### config.mk
export PLATFORM = sky130hd
export DESIGN_NAME = flash_image_crc_checker_top
export DESIGN_NICKNAME = d
export VERILOG_FILES = /design/src/sv/fic_pkg.sv /design/src/sv/fic_csr.sv /design/src/sv/fic_in_reg.sv /design/src/sv/fic_core.sv /design/src/sv/flash_image_crc_checker_top.sv
export SDC_FILE = /design/constraint.sdc
export NUM_CORES = 1
export LEC_CHECK = 0
export ABC_AREA = 1
export CAP_MARGIN = 20
export CORE_AREA = 2 2 183 95
export CTS_CLUSTER_SIZE = 28
export DETAILED_ROUTE_END_ITERATION = 16
export DIE_AREA = 0 0 185 97
export DONT_BUFFER_PORTS = 1
export HOLD_SLACK_MARGIN = 0.02
export MAX_ROUTING_LAYER = met4
export SLEW_MARGIN = 20
export SYNTH_ARGS = -nofsm -noshare
export SYNTH_HDL_FRONTEND = slang
export SYNTH_SLANG_ARGS = --single-unit
### constraint.sdc
create_clock -name clock -period 4.4 [get_ports clock]
set_input_delay 0.22 -clock clock [delete_from_list [all_inputs] [get_ports clock]]
set_output_delay 0.22 -clock clock [all_outputs]
set_load 0.01 [all_outputs]
### src/sv/fic_pkg.sv
package fic_pkg;

   localparam int unsigned SIZE_REG_W  = 24;
   localparam int unsigned CRC_W       = 16;
   localparam int unsigned BLOCKS_W    = 12;
   localparam int unsigned CSR_DATA_W  = 24;
   localparam int unsigned CSR_INDEX_W = 2;
   localparam int unsigned CHUNK_CNT_W = 16;
   // Wide enough for the largest chunk: 4095 blocks of up to 64 bytes.
   localparam int unsigned CHUNK_LEN_W = 18;

   localparam logic [CRC_W-1:0] CRC_POLY = 16'hA001;

   localparam logic [SIZE_REG_W-1:0] IMAGE_SIZE_RESET   = 24'd1;
   localparam logic [CRC_W-1:0]      EXPECTED_CRC_RESET = 16'd0;
   localparam logic [BLOCKS_W-1:0]   CHUNK_BLOCKS_RESET = 12'd62;

   typedef enum logic [CSR_INDEX_W-1:0] {
      CSR_IMAGE_SIZE   = 2'd0,
      CSR_EXPECTED_CRC = 2'd1,
      CSR_CHUNK_BLOCKS = 2'd2
   } csr_index_type;

   typedef enum logic [1:0] {
      ST_PROGRESS = 2'd0,
      ST_PASS     = 2'd1,
      ST_FAIL     = 2'd2
   } status_type;

   typedef struct packed {
      logic [SIZE_REG_W-1:0]  image_size;
      logic [CRC_W-1:0]       expected_crc;
      logic [CHUNK_LEN_W-1:0] chunk_len;
   } cfg_type;

   // One byte of reflected CRC-16/ARC, unrolled into eight shift steps.
   function automatic logic [CRC_W-1:0] crc16_arc_byte(input logic [CRC_W-1:0] crc,
                                                       input logic [7:0]       data);
      logic [CRC_W-1:0] c;
      c = crc ^ {8'h00, data};
      for (int k = 0; k < 8; k++) begin
         if (c[0]) begin
            c = (c >> 1) ^ CRC_POLY;
         end else begin
            c = c >> 1;
         end
      end
      return c;
   endfunction

endpackage

### src/sv/fic_csr.sv
module fic_csr #(
   parameter int unsigned BLOCK_BYTES = 16
) (
   input  logic                                clock,
   input  logic                                reset,
   input  logic                                csr_we,
   input  logic [fic_pkg::CSR_INDEX_W-1:0]     csr_index,
   input  logic [fic_pkg::CSR_DATA_W-1:0]      csr_wdata,
   output fic_pkg::cfg_type                    cfg
);
   import fic_pkg::*;

   localparam logic [CHUNK_LEN_W-1:0] BLOCK_LEN = CHUNK_LEN_W'(BLOCK_BYTES);

   logic [SIZE_REG_W-1:0]  image_size_ff,   image_size_in;
   logic [CRC_W-1:0]       expected_crc_ff, expected_crc_in;
   logic [CHUNK_LEN_W-1:0] chunk_len_ff,    chunk_len_in;

   // The chunk length in bytes is worked out once, when the block count is written, and from the default at reset.
   always_comb begin
      image_size_in   = image_size_ff;
      expected_crc_in = expected_crc_ff;
      chunk_len_in    = chunk_len_ff;
      if (csr_we) begin
         unique case (csr_index)
            CSR_IMAGE_SIZE:   image_size_in   = csr_wdata[SIZE_REG_W-1:0];
            CSR_EXPECTED_CRC: expected_crc_in = csr_wdata[CRC_W-1:0];
            CSR_CHUNK_BLOCKS: chunk_len_in    =
               CHUNK_LEN_W'(csr_wdata[BLOCKS_W-1:0]) * BLOCK_LEN;
            default: ;
         endcase
      end
   end

   always_ff @(posedge clock) begin
      if (reset) begin
         image_size_ff   <= IMAGE_SIZE_RESET;
         expected_crc_ff <= EXPECTED_CRC_RESET;
         chunk_len_ff    <= CHUNK_LEN_W'(CHUNK_BLOCKS_RESET) * BLOCK_LEN;
      end else begin
         image_size_ff   <= image_size_in;
         expected_crc_ff <= expected_crc_in;
         chunk_len_ff    <= chunk_len_in;
      end
   end

   assign cfg.image_size   = image_size_ff;
   assign cfg.expected_crc = expected_crc_ff;
   assign cfg.chunk_len    = chunk_len_ff;

endmodule

### src/sv/fic_in_reg.sv
module fic_in_reg (
   input  logic       clock,
   input  logic       reset,
   input  logic       req_valid,
   output logic       req_ready,
   input  logic [7:0] req_data_byte,
   input  logic       take,
   output logic       hold_valid,
   output logic [7:0] hold_byte
);
   import fic_pkg::*;

   logic       valid_ff, valid_in;
   logic [7:0] byte_ff,  byte_in;

   assign req_ready = !valid_ff || take;

   always_comb begin
      valid_in = valid_ff && !take;
      byte_in  = byte_ff;
      if (req_valid && req_ready) begin
         valid_in = 1'b1;
         byte_in  = req_data_byte;
      end
   end

   always_ff @(posedge clock) begin
      if (reset) begin
         valid_ff <= 1'b0;
      end else begin
         valid_ff <= valid_in;
      end
      byte_ff <= byte_in;
   end

   assign hold_valid = valid_ff;
   assign hold_byte  = byte_ff;

endmodule

### src/sv/fic_core.sv
module fic_core #(
   parameter int unsigned SIZE_BITS = 24
) (
   input  logic                       clock,
   input  logic                       reset,
   input  fic_pkg::cfg_type           cfg,
   input  logic                       hold_valid,
   input  logic [7:0]                 hold_byte,
   output logic                       take,
   output logic                       rsp_valid,
   input  logic                       rsp_ready,
   output logic [1:0]                 rsp_status,
   output logic [fic_pkg::CRC_W-1:0]  rsp_computed_crc
);
   import fic_pkg::*;

   logic [CRC_W-1:0]       crc_ff,   crc_in;
   logic [SIZE_BITS-1:0]   bytes_ff, bytes_in;
   logic [CHUNK_CNT_W-1:0] chunk_ff, chunk_in;
   logic                   out_valid_ff, out_valid_in;
   status_type             out_status_ff, out_status_in;
   logic [CRC_W-1:0]       out_crc_ff, out_crc_in;

   logic [CRC_W-1:0]            crc_next;
   logic [SIZE_BITS-1:0]        count;
   logic [CHUNK_CNT_W-1:0]      chunk;
   logic [SIZE_BITS+SIZE_REG_W-1:0] size_wide;
   logic [SIZE_BITS-1:0]        size_lim;
   logic                        fire;
   logic                        last_byte;
   logic                        chunk_done;

   // The result register is free, or is handing its result over in this cycle.
   assign take = !out_valid_ff || rsp_ready;
   assign fire = hold_valid && take;

   assign crc_next  = crc16_arc_byte(crc_ff, hold_byte);
   assign count     = bytes_ff + 1'b1;
   assign chunk     = chunk_ff + 1'b1;
   assign size_wide = {{SIZE_BITS{1'b0}}, cfg.image_size};
   assign size_lim  = size_wide[SIZE_BITS-1:0];

   assign last_byte  = (count == size_lim);
   // A zero chunk length never matches, and neither does one beyond the counter.
   assign chunk_done = (cfg.chunk_len != '0) &&
                       ({{(CHUNK_LEN_W-CHUNK_CNT_W){1'b0}}, chunk} == cfg.chunk_len);

   always_comb begin
      crc_in        = crc_ff;
      bytes_in      = bytes_ff;
      chunk_in      = chunk_ff;
      out_valid_in  = out_valid_ff && !rsp_ready;
      out_status_in = out_status_ff;
      out_crc_in    = out_crc_ff;
      if (fire) begin
         out_crc_in = crc_next;
         if (last_byte) begin
            crc_in        = '0;
            bytes_in      = '0;
            chunk_in      = '0;
            out_valid_in  = 1'b1;
            out_status_in = (crc_next == cfg.expected_crc) ? ST_PASS : ST_FAIL;
         end else begin
            crc_in   = crc_next;
            bytes_in = count;
            if (chunk_done) begin
               chunk_in      = '0;
               out_valid_in  = 1'b1;
               out_status_in = ST_PROGRESS;
            end else begin
               chunk_in = chunk;
            end
         end
      end
   end

   always_ff @(posedge clock) begin
      if (reset) begin
         crc_ff       <= '0;
         bytes_ff     <= '0;
         chunk_ff     <= '0;
         out_valid_ff <= 1'b0;
      end else begin
         crc_ff       <= crc_in;
         bytes_ff     <= bytes_in;
         chunk_ff     <= chunk_in;
         out_valid_ff <= out_valid_in;
      end
      out_status_ff <= out_status_in;
      out_crc_ff    <= out_crc_in;
   end

   assign rsp_valid        = out_valid_ff;
   assign rsp_status       = out_status_ff;
   assign rsp_computed_crc = out_crc_ff;

`ifndef SYNTH
   // A completed pass leaves the CRC and both counters cleared.
   a_pass_clears: assert property (@(posedge clock) disable iff (reset)
      fire && last_byte |=> crc_ff == '0 && bytes_ff == '0 && chunk_ff == '0)
      else $error("state not cleared after the final byte of a pass");

   // A progress result restarts the chunk count but keeps the running CRC.
   a_chunk_restart: assert property (@(posedge clock) disable iff (reset)
      fire && !last_byte && chunk_done |=> chunk_ff == '0 && crc_ff == $past(crc_next))
      else $error("chunk count or CRC wrong after a progress result");

   // Any byte that is processed is reported in the result register if one is due.
   a_result_loaded: assert property (@(posedge clock) disable iff (reset)
      fire && (last_byte || chunk_done) |=> out_valid_ff && out_crc_ff == $past(crc_next))
      else $error("result not loaded for a byte that completes a chunk or pass");

   // A processed byte that owes no result, while the receiver is ready, leaves the result valid flag clear.
   a_no_spurious: assert property (@(posedge clock) disable iff (reset)
      fire && !last_byte && !chunk_done && rsp_ready |=> !out_valid_ff)
      else $error("result shown for a byte that owes none");
`endif

endmodule

### src/sv/flash_image_crc_checker_top.sv
// Transfer   | Handshake                | Payload
// -----------+--------------------------+--------------------------------------
// req        | req_valid / req_ready    | req_data_byte
// rsp        | rsp_valid / rsp_ready    | rsp_status, rsp_computed_crc
// csr        | csr_we (always taken)    | csr_index, csr_wdata
//
// One byte is taken every cycle while the result side is not stalled; a byte's result,
// if any, passes through the input register and then the result register, around the
// unrolled CRC update.
// The CRC, the byte counter and the chunk counter update as the result register loads.
// A stalled result holds the result register; a byte still moves into the input
// register if it is empty, and further bytes wait until the result is taken.
// Synchronous reset clears the counters, the CRC and both valid flags, and loads
// the register defaults (image size 1, expected CRC 0, 62 blocks per chunk).
module flash_image_crc_checker_top #(
   parameter int unsigned SIZE_BITS   = 24,
   parameter int unsigned BLOCK_BYTES = 16
) (
   input  logic                              clock,
   input  logic                              reset,
   input  logic                              req_valid,
   output logic                              req_ready,
   input  logic [7:0]                        req_data_byte,
   output logic                              rsp_valid,
   input  logic                              rsp_ready,
   output logic [1:0]                        rsp_status,
   output logic [fic_pkg::CRC_W-1:0]         rsp_computed_crc,
   input  logic                              csr_we,
   input  logic [fic_pkg::CSR_INDEX_W-1:0]   csr_index,
   input  logic [fic_pkg::CSR_DATA_W-1:0]    csr_wdata
);
   import fic_pkg::*;

   cfg_type    cfg;
   logic       take;
   logic       hold_valid;
   logic [7:0] hold_byte;

   fic_csr #(
      .BLOCK_BYTES (BLOCK_BYTES)
   ) u_csr (
      .clock     (clock),
      .reset     (reset),
      .csr_we    (csr_we),
      .csr_index (csr_index),
      .csr_wdata (csr_wdata),
      .cfg       (cfg)
   );

   fic_in_reg u_in_reg (
      .clock         (clock),
      .reset         (reset),
      .req_valid     (req_valid),
      .req_ready     (req_ready),
      .req_data_byte (req_data_byte),
      .take          (take),
      .hold_valid    (hold_valid),
      .hold_byte     (hold_byte)
   );

   fic_core #(
      .SIZE_BITS (SIZE_BITS)
   ) u_core (
      .clock            (clock),
      .reset            (reset),
      .cfg              (cfg),
      .hold_valid       (hold_valid),
      .hold_byte        (hold_byte),
      .take             (take),
      .rsp_valid        (rsp_valid),
      .rsp_ready        (rsp_ready),
      .rsp_status       (rsp_status),
      .rsp_computed_crc (rsp_computed_crc)
   );

endmodule

======== Yosys cells after proc, flatten, opt, wreduce, memory -nomap -nowiden ========
Index checks and enable logic that the tools add are counted.
word-level totals
  flip-flop bits (word level) ............. 136
  output and inout bits ................... 20
  word-level logic and storage cells ...... 64
cells by class
  add/subtract/negate cells ............... 2
  equal/unequal tests ..................... 5
  muxes and demuxes ....................... 19
  bitwise gates (word level) .............. 9
  reductions and logical operators ........ 18
operator list
  cell                                                              count
  16-bit 2-to-1 mux                                                 11
  16-bit == test                                                    2
  24-bit by 1-bit adder with 24-bit output (second input constant)  1
  24-bit == test                                                    1
  24-bit 2-to-1 mux                                                 1
  2-bit NOT with 3-bit output                                       8
  18-bit nonzero test                                               1
  16-bit by 1-bit adder with 16-bit output (second input constant)  1
  16-bit by 8-bit XOR with 16-bit output                            1
  2-bit AND reduction                                               4
  2-bit 2-to-1 mux                                                  3
  1-bit logical AND                                                 5
  1-bit logical NOT                                                 4
  1-bit 2-to-1 mux                                                  4
  2-bit by 1-bit == test with 1-bit output (second input constant)  1
  2-bit == test (second input constant)                             1
  2-bit logical NOT                                                 1
  1-bit logical OR                                                  2
  2-bit nonzero test                                                1

======== Longest topological paths before layout ========
Gate-level depths: netlist of the first run.
  word-level depth ........................ 20
  gate-level depth with buffers ........... 23
  depth with buffers taken out ............ 23

======== By module ========
A second synthesis of the first run with hierarchy kept.
second synthesis, totals
  cell total of the unflattened synthesis .. 1228
  area, all modules ....................... 8107.8 µm²
by module, submodules not included
  module      instances  cells an instance  area each (µm²)
  fic_core    1          879                5460.2
  fic_csr     1          335                2359.8
  fic_in_reg  1          14                 287.8

======== Least setup slack after synthesis of the first run ========
OpenSTA, ideal clock, no wires.
  kind .................................... reg2reg
  from .................................... reg u_core.bytes_ff[0]
  to ...................................... reg u_core.out_status_ff[0] (netlist: u_core.rsp_status[0]), enable pin
  setup time .............................. 316 ps
  arrival time ............................ 2179 ps
  data required time ...................... 4084 ps
  path slack .............................. 1906 ps
  cell stages (with the launch flop) ...... 15
  period minus slack after synthesis ...... 2494 ps
  cells stage by stage .................... dfxtp_1 > ha_1 > nand2_1 > nor2_2 > nand2_2 > nor2_4 > xor2_1 > xor2_1 > a21boi_0 > nand2_1 > inv_1 > nand3b_1 > nor2_1 > nand4_1 > a21oi_1
on the way
  cells in the longest elaborated chain, start to end .. 4
ends and longest elaborated chain
  what                                      line            text
  start: declaration                        fic_core.sv:18  logic [SIZE_BITS-1:0] bytes_ff, bytes_in;
  start signal: assignment                  fic_core.sv:85  bytes_ff <= bytes_in;
  24-bit by 1-bit adder with 24-bit output  fic_core.sv:38  assign count = bytes_ff + 1'b1;
  24-bit == test                            fic_core.sv:43  assign last_byte = (count == size_lim);
  2-bit nonzero test (no line)              n/a
  2-bit AND reduction (no line)             n/a
  end signal: assignment                    fic_core.sv:89  out_status_ff <= out_status_in;
  end: declaration                          fic_core.sv:21  status_type out_status_ff, out_status_in;
No other way between the ends.
A chain may end at the register's enable or synchronous reset.

======== Worst setup path in the final report of the first run ========
  from .................................... reg u_core.bytes_ff[0]
  to ...................................... reg u_core.bytes_ff[22]
on the way
  cells in the longest elaborated chain, start to end .. 3
ends and longest elaborated chain
  what                                        line            text
  24-bit by 1-bit adder with 24-bit output *  fic_core.sv:38
  24-bit == test                              fic_core.sv:43
  24-bit 2-to-1 mux *                         fic_core.sv:57  if (last_byte) begin
Mark *: on every way between the ends. The rest lies on a longest branch, timed or not.

==> summary.md, run 1 <==
| Metric | Value |
|---|---|
| Critical Path Source Type | `register` |
| Final WS setup | `1200 ps` |
| Latest clock arrival within the worst-skew pair | `430 ps` |
| Leakage | `0.00350 uW` |
| Min-Delay Path Class | `input port to register` |
| Avg Cell Area, Syn | `6.96 sq um` |
| CP bufs+invs | `1` |
| DRC viols | `0` |
| Total power | `3200 uW` |
| Crit share post-route | `72.7%` |
| Gr usage total | `24.1%` |
| Setup_tns | `0 ps` |
| Yosys top cell area share | `30.5%` |
| Port Buffer Count | `0` |
| Period minus WS final | `3200 ps` |
| Row Count | `33` |
| Syn Nets | `1,079` |
| Routed len/inst | `15.3 um` |
| Vias in the first global route | `6,272` |
| Endpoints failing hold | `0` |
| Yosys warns | `0` |
| TritonCTS Sinks | `136` |
| Hold Slack | `29.6 ps` |
| Logic gate share of total power | `12.2%` |
| Post-synthesis sequential area ratio | `41.4%` |
| Via count | `6,695` |
| Switch Pwr | `927 uW` |
| Die Wd | `185 um` |
| Core ar. | `16,200 sq um` |
| Die Span Y | `97 um` |
| FFs w/ async S/R, synth | `0%` |
| Commonest register cell after synthesis | `dfxtp_1` |
| Fmax achieved | `313 MHz` |
| TritonRoute pass-1 iters | `8` |
| Most frequent cell after synthesis | `nand2_1` |
| Setup Slack @ Placement | `1270 ps` |
| CP Max Fanout | `32` |
| Clock transition at path regs | `60 ps` |
| Clock power frac | `44.6%` |
| Worst slew margin | `34.4%` |
| Longest Clk Path Bufs | `2` |
| Switching part of the total | `29.0%` |
| Synth area leaders | `dfxtp_1 31%, nand2_1 15%, edfxtp_1 11%` |
| Distinct cell type count of the synthesized netlist | `36` |
| EDFF count, synth | `26` |
| Worst path arrival time | `3510 ps` |
| Seq pwr share | `43.1%` |
| Initial Utilization | `44.6%` |
| Flops & latches, synth | `136` |
| N_diodes | `0` |
| GPL Wtd Cong | `0.924` |
| Initial antenna violation count | `0` |
| MaxCap Viol Count | `0` |
| CTS root buffer | `clkbuf_16` |
| Worst slew pin tran | `982 ps` |
| # IOs | `59` |
| Final Setup Violations | `0` |
| Internal power | `2270 uW` |
| Detailed Route Iter0 Violations | `440` |
| Share of layout cells above drive strength 1 | `6.23%` |
| Final HPWL DP | `14.1 mm` |
| Synthesized area | `7210 sq um` |
| Post-DRT Antenna Nets | `0` |
| CP top delay family | `simple AND/OR/NAND/NOR gates` |
| Critical path data required time | `4710 ps` |
| Power per cell area | `384 nW/um^2` |
| Syn Inst Count | `1,037` |
| Via/cell ratio | `5.14` |
| CP Capture Type | `register` |
| P&R area growth vs syn | `15.4%` |
| Total Wirelength | `19.9 mm` |
| Status | `finished clean` |
| Most common library cells after synthesis | `290 x nand2_1, 122 x inv_1, 110 x dfxtp_1, 87 x nor2_1, 84 x a21oi_1` |
| Largest net degree at the start of global routing | `58` |
| GR Overflow Total | `0` |
| Fill count | `1,576` |
| Slew Viols, Final | `0` |
| Final Net Count | `1,105` |
| Peak VDD IR | `0.000243 V` |
| Worst path cell trace | `ha_1, nand2_1, nor2_2, nand2_2, nor2_2, nand2_1, nor3_1, nand2_1, nand2_1, xor2_2, nand3_1, nor2_1, nand3_4, nand2_4, inv_4, nand2_1, a21oi_1` |
| Yosys top cell by area | `dfxtp_1` |
| RSZ-0062 raised after global routing | `false` |
| Global-route wire length before repair | `32.6 mm` |
| CTS tree | `built` |
| Die ar. | `17,900 sq um` |
| Critical Path Most Common Cell | `nand2_1` |
| Skew final | `7.73 ps` |
| Critical path's slowest cell | `dfxtp_1` |
| H-tree Lvls | `4` |
| CTS Buf Count | `17` |
| Crit-path max cell delay | `470 ps` |
| Placed cells | `1,237` |
| Non-Filler Instances | `1,303` |
| Critical path class | `register to register` |
==> flip-flops by register name (all words and copies together) (netlist names) <==
register / count
u_in_reg.hold_byte: 8
u_csr.image_size_ff: 24
u_core.crc_ff: 16
u_core.bytes_ff: 24
u_csr.chunk_len_ff: 12
u_core.rsp_valid: 1
u_core.chunk_ff: 16
u_core.rsp_status: 2
u_in_reg.hold_valid: 1
u_csr.expected_crc_ff: 16
u_core.rsp_computed_crc: 16
==> power by group through the flow <==
| stage | Clock [uW] | Combinational, uW | Sequential [uW] |
|---|---|---|---|
| global route | 1510 | 446 | 1390 |
| finish | 1430 | 390 | 1380 |
| CTS | 1450 | 387 | 1380 |
| detailed placement | 0 | 344 | 1410 |
| floorplan | 0 | 280 | 1390 |
| global placement | 0 | 341 | 1410 |
==> through the flow <==
stage                     instance area, sq um  utilization, %
after floorplan                           7210               -
after global placement                    7390            45.7
after detailed placement                  7390            45.7
after CTS                                 8320            51.4
after global routing                      8330            51.4
final                                     8330            51.4
==> repair_timing <==
item / in CTS / in global routing
resized for setup: 0 / 0
endpoints found under the hold margin: 105 / 0
hold buffers: 33 / 0
endpoints found under the setup margin: 0 / 0
setup buffers: 0 / 0
==> worst register-to-register path, stage by stage, from the launching register on <==
cell and delay [ps]:
dfxtp_1 470, ha_1 240, nand2_1 80, nor2_2 170, nand2_2 130, nor2_2 150, nand2_1 110, nor3_1 250
nand2_1 120, nand2_1 140, xor2_2 230, nand3_1 120, nor2_1 190, nand3_4 170, nand2_4 120, inv_4 150
nand2_1 170, a21oi_1 70
==> cell usage in the layout (no fill, tap or decap), types with 2 or more instances in the layout <==
cell	Yosys	layout
clkbuf_16	0	17
xor2_1	28	28
nand3b_1	5	5
a21oi_1	84	84
nor3b_1	3	3
a21boi_0	2	2
inv_1	122	122
xnor2_1	18	18
nor2_2	7	6
inv_6	0	6
nand4_1	39	39
nor2_1	87	87
ha_1	3	3
inv_4	1	2
nor2_4	1	2
o21ai_0	53	53
nor3_1	18	18
dlygate4sd3_1	0	32
or2_1	4	4
dfxtp_1	110	110
inv_8	0	3
or2_2	6	6
nand3_1	77	77
clkinv_4	0	3
nor4_1	4	4
edfxtp_1	26	26
buf_4	1	5
nand2_1	290	290
nand2_2	8	8
==> cells by family after synthesis <==
group,after synthesis,share of synthesized area [%]
AO/OA/AOI/OAI,142,10.0
XOR/XNOR,47,5.81
adder cells (fa/ha/maj),3,0.520
buffers and inverters,155,8.48
AND/OR/NAND/NOR,554,33.8
flip-flops,136,41.4
==> routing by layer <==
layer	share of wire, %	GRT usage [%]	vias to the layer above
li1	-	-	3415
met2	44	36.0	190
met5	0	-	-
met3	5.5	5.91	28
met4	2.0	8.18	0
met1	49	31.9	3062
==> layout make-up <==
cell class / count / area, sq um / area share, %
clock buffer: 17 / 425 / 5.11
timing repair buffer: 39 / 390 / 4.69
inverter: 123 / 464 / 5.57
sequential: 136 / 2980 / 35.8
multi-input combinational: 746 / 3620 / 43.5
clock inverter: 15 / 156 / 1.88
tap: 227 / 284 / 3.41
==> path summary, 6_finish.rpt <==
path	start	end	slack, ps	cells after the start
max	u_core.bytes_ff[0]	u_core.bytes_ff[22]	1200	17
max reg2reg	u_core.bytes_ff[0]	u_core.bytes_ff[22]	1200	17
min reg2reg	u_core.bytes_ff[19]	u_core.bytes_ff[19]	470	2
min	csr_index[0]	u_csr.chunk_len_ff[9]	30	3
Note: power is estimated with default switching activity, not from simulation.
==> run 2: changes to the inputs <==
==> constraint.sdc (replaced) <==
create_clock -name clock -period 3.1 [get_ports clock]
set_input_delay 0.155 -clock clock [delete_from_list [all_inputs] [get_ports clock]]
set_output_delay 0.155 -clock clock [all_outputs]
set_load 0.01 [all_outputs]
==> run 2 against run 1 <==
  * Clock skew is 5.9 ps higher
  * Global-route usage is 0.42 points lower
  * Clock-buffer cell count stayed put
  * Design area is 2.1% higher
  * Hold slack worse by 25 ps
  * Critical endpoint is now u_core.rsp_status[1]
==> summary.md, run 2 (same netlist as run 1, synthesis figures left out) <==
| Metric | Value |
|---|---|
| # IOs | `59` |
| Setup Slack @ Placement | `70.4 ps` |
| P&R area growth vs syn | `17.9%` |
| CTS root buffer | `clkbuf_16` |
| Skew final | `13.6 ps` |
| CTS Buf Count | `17` |
| Final Net Count | `1,117` |
| Post-CTS setup buffer count | `0` |
| Fmax achieved | `348 MHz` |
| Reg2reg end | `u_core.rsp_status[1]` |
| Endpoints failing hold | `0` |
| MaxCap Viol Count | `0` |
| Post-DRT Antenna Nets | `0` |
| Via/cell ratio | `5.21` |
| Hold EP | `u_csr.image_size_ff[0]` |
| Critical Path Most Common Cell | `nand2_1` |
| Biggest regs | `u_core.bytes_ff (24), u_csr.image_size_ff (24)` |
| CP Max Fanout | `5` |
| Non-Filler Instances | `1,315` |
| Leakage | `0.00357 uW` |
| Crit share post-route | `92.7%` |
| Final core utilization | `52.5%` |
| Status | `finished clean` |
| Final WS setup | `226 ps` |
| TritonCTS Sinks | `136` |
| DR WL met2 | `9.13 mm` |
| Routed len/inst | `15.5 um` |
| Crit-path max cell delay | `420 ps` |
| GPL Wtd Cong | `0.960` |
| GR Overflow Total | `0` |
| Critical path's slowest cell | `edfxtp_1` |
| Port Buffer Count | `0` |
| Worst slew pin tran | `966 ps` |
| Final Setup Violations | `0` |
| Worst slew margin | `35.5%` |
| Hold Path Origin | `reset` |
| Worst path cell trace | `inv_1, nand2_1, nand2_1, nand2_1, nand2_1, nand2_1, nand3_2, nand3_1, nand3_2, nand2_2, nand2_1, nand3_2, nand2_2, nand2_1, nand2_2, nand2_1, nand2_1, nand3_2, nand2_1, inv_1` |
| Via count | `6,849` |
| Row Count | `33` |
| Met1 wire length | `9.76 mm` |
| TritonRoute pass-1 iters | `5` |
| Worst path arrival time | `3050 ps` |
| Slew Viols, Final | `0` |
| N_diodes | `0` |
| Gr usage total | `23.7%` |
| CP Capture Type | `register` |
| Latest clock arrival within the worst-skew pair | `430 ps` |
| Min-Delay Path Class | `input port to register` |
| Global-route wire length before repair | `32.4 mm` |
| Total Wirelength | `20.4 mm` |
| Final HPWL DP | `14.4 mm` |
| Vias in the first global route | `6,394` |
| Critical path data required time | `3280 ps` |
| Clock transition at path regs | `60 ps` |
| Placed cell area | `7490 sq um` |
| Share of layout cells above drive strength 1 | `8.18%` |
| Routed wl met3 | `1.12 mm` |
| Initial Utilization | `44.6%` |
| H-tree Lvls | `4` |
| Detailed Route Iter0 Violations | `426` |
| Placed cells | `1,247` |
| Start of the worst register-to-register path | `u_in_reg.hold_byte[0]` |
| R2R setup slack | `230 ps` |
| Commonest non-fill, non-tap cell in the layout | `nand2_1` |
| R2R cell count | `20` |
| Die Span Y | `97 um` |
| Largest net degree at the start of global routing | `58` |
| Most frequent cells in the layout | `287 x nand2_1, 122 x inv_1, 110 x dfxtp_1` |
| CTS tree | `built` |
| DRC viols | `0` |
| Longest Clk Path Bufs | `2` |
| Hold Path Depth | `2` |
| Core ar. | `16,200 sq um` |
| Final Cell Area | `8500 sq um` |
| Period minus WS final | `2870 ps` |
| Setup_tns | `0 ps` |
| Power per cell area | `535 nW/um^2` |
| Critical Path Source Type | `register` |
| Die Wd | `185 um` |
| Top Layer Used | `met4` |
| Peak VDD IR | `0.000393 V` |
| Initial antenna violation count | `0` |
| Die ar. | `17,900 sq um` |
| Critical path class | `register to register` |
run 2: final cells by class:
| class | count | area, sq um |
|---|---|---|
| fillers | 1605 | 7680 |
| multi-input cells | 746 | 3670 |
| flip-flops and latches | 136 | 2980 |
| repair buffers | 51 | 520 |
| inverters | 123 | 464 |
| clock buffers | 17 | 425 |
| well taps | 227 | 284 |
| clock inverters | 15 | 154 |
run 2: worst max-delay path by stage:
| stage | start | to | slack (ps) |
|---|---|---|---|
| after global placement | u_in_reg.hold_byte[0] | u_core.rsp_status[1] | 130 |
| after CTS | u_in_reg.hold_byte[0] | u_core.rsp_status[1] | 40 |
| after detailed placement | u_in_reg.hold_byte[0] | u_core.rsp_status[1] | 70 |
| after floorplan | u_core.bytes_ff[0] | u_core.rsp_status[0] | 610 |
| final | u_in_reg.hold_byte[0] | u_core.rsp_status[1] | 230 |
| after global routing | u_in_reg.hold_byte[0] | u_core.rsp_status[1] | -10 |
run 2: stage by stage:
stage	hold slack [ps]	power, uW
floorplan	254	2370
global placement	233	2500
detailed placement	234	2500
CTS	72.5	4570
global route	48.0	4740
finish	4.11	4550
run 2: layer usage:
layer  vias up  global-route usage, %
met5         -                      -
met4         0                   7.94
met3        39                   5.05
met2       208                   36.2
met1      3152                   31.1
li1       3450                      -
run 2: power breakdown:
group          total [uW]  switching, uW  internal [uW]
clock network        2000            865           1140
registers            1960           64.7           1890
logic                 595            383            212
run 2: timing repair:
| item | 4_1_cts | 5_1_grt |
|---|---|---|
| resized for setup | 0 | 12 |
| hold endpoints to repair | 117 | 0 |
| setup endpoints to repair | 0 | 8 |
| hold buffers | 35 | 0 |
run 2: critical path, delay by kind of cell, from the launching register on:
kind          cells  cell delay, ps
flops             1             420
simple gates     18            2090
buf+inv           2             140
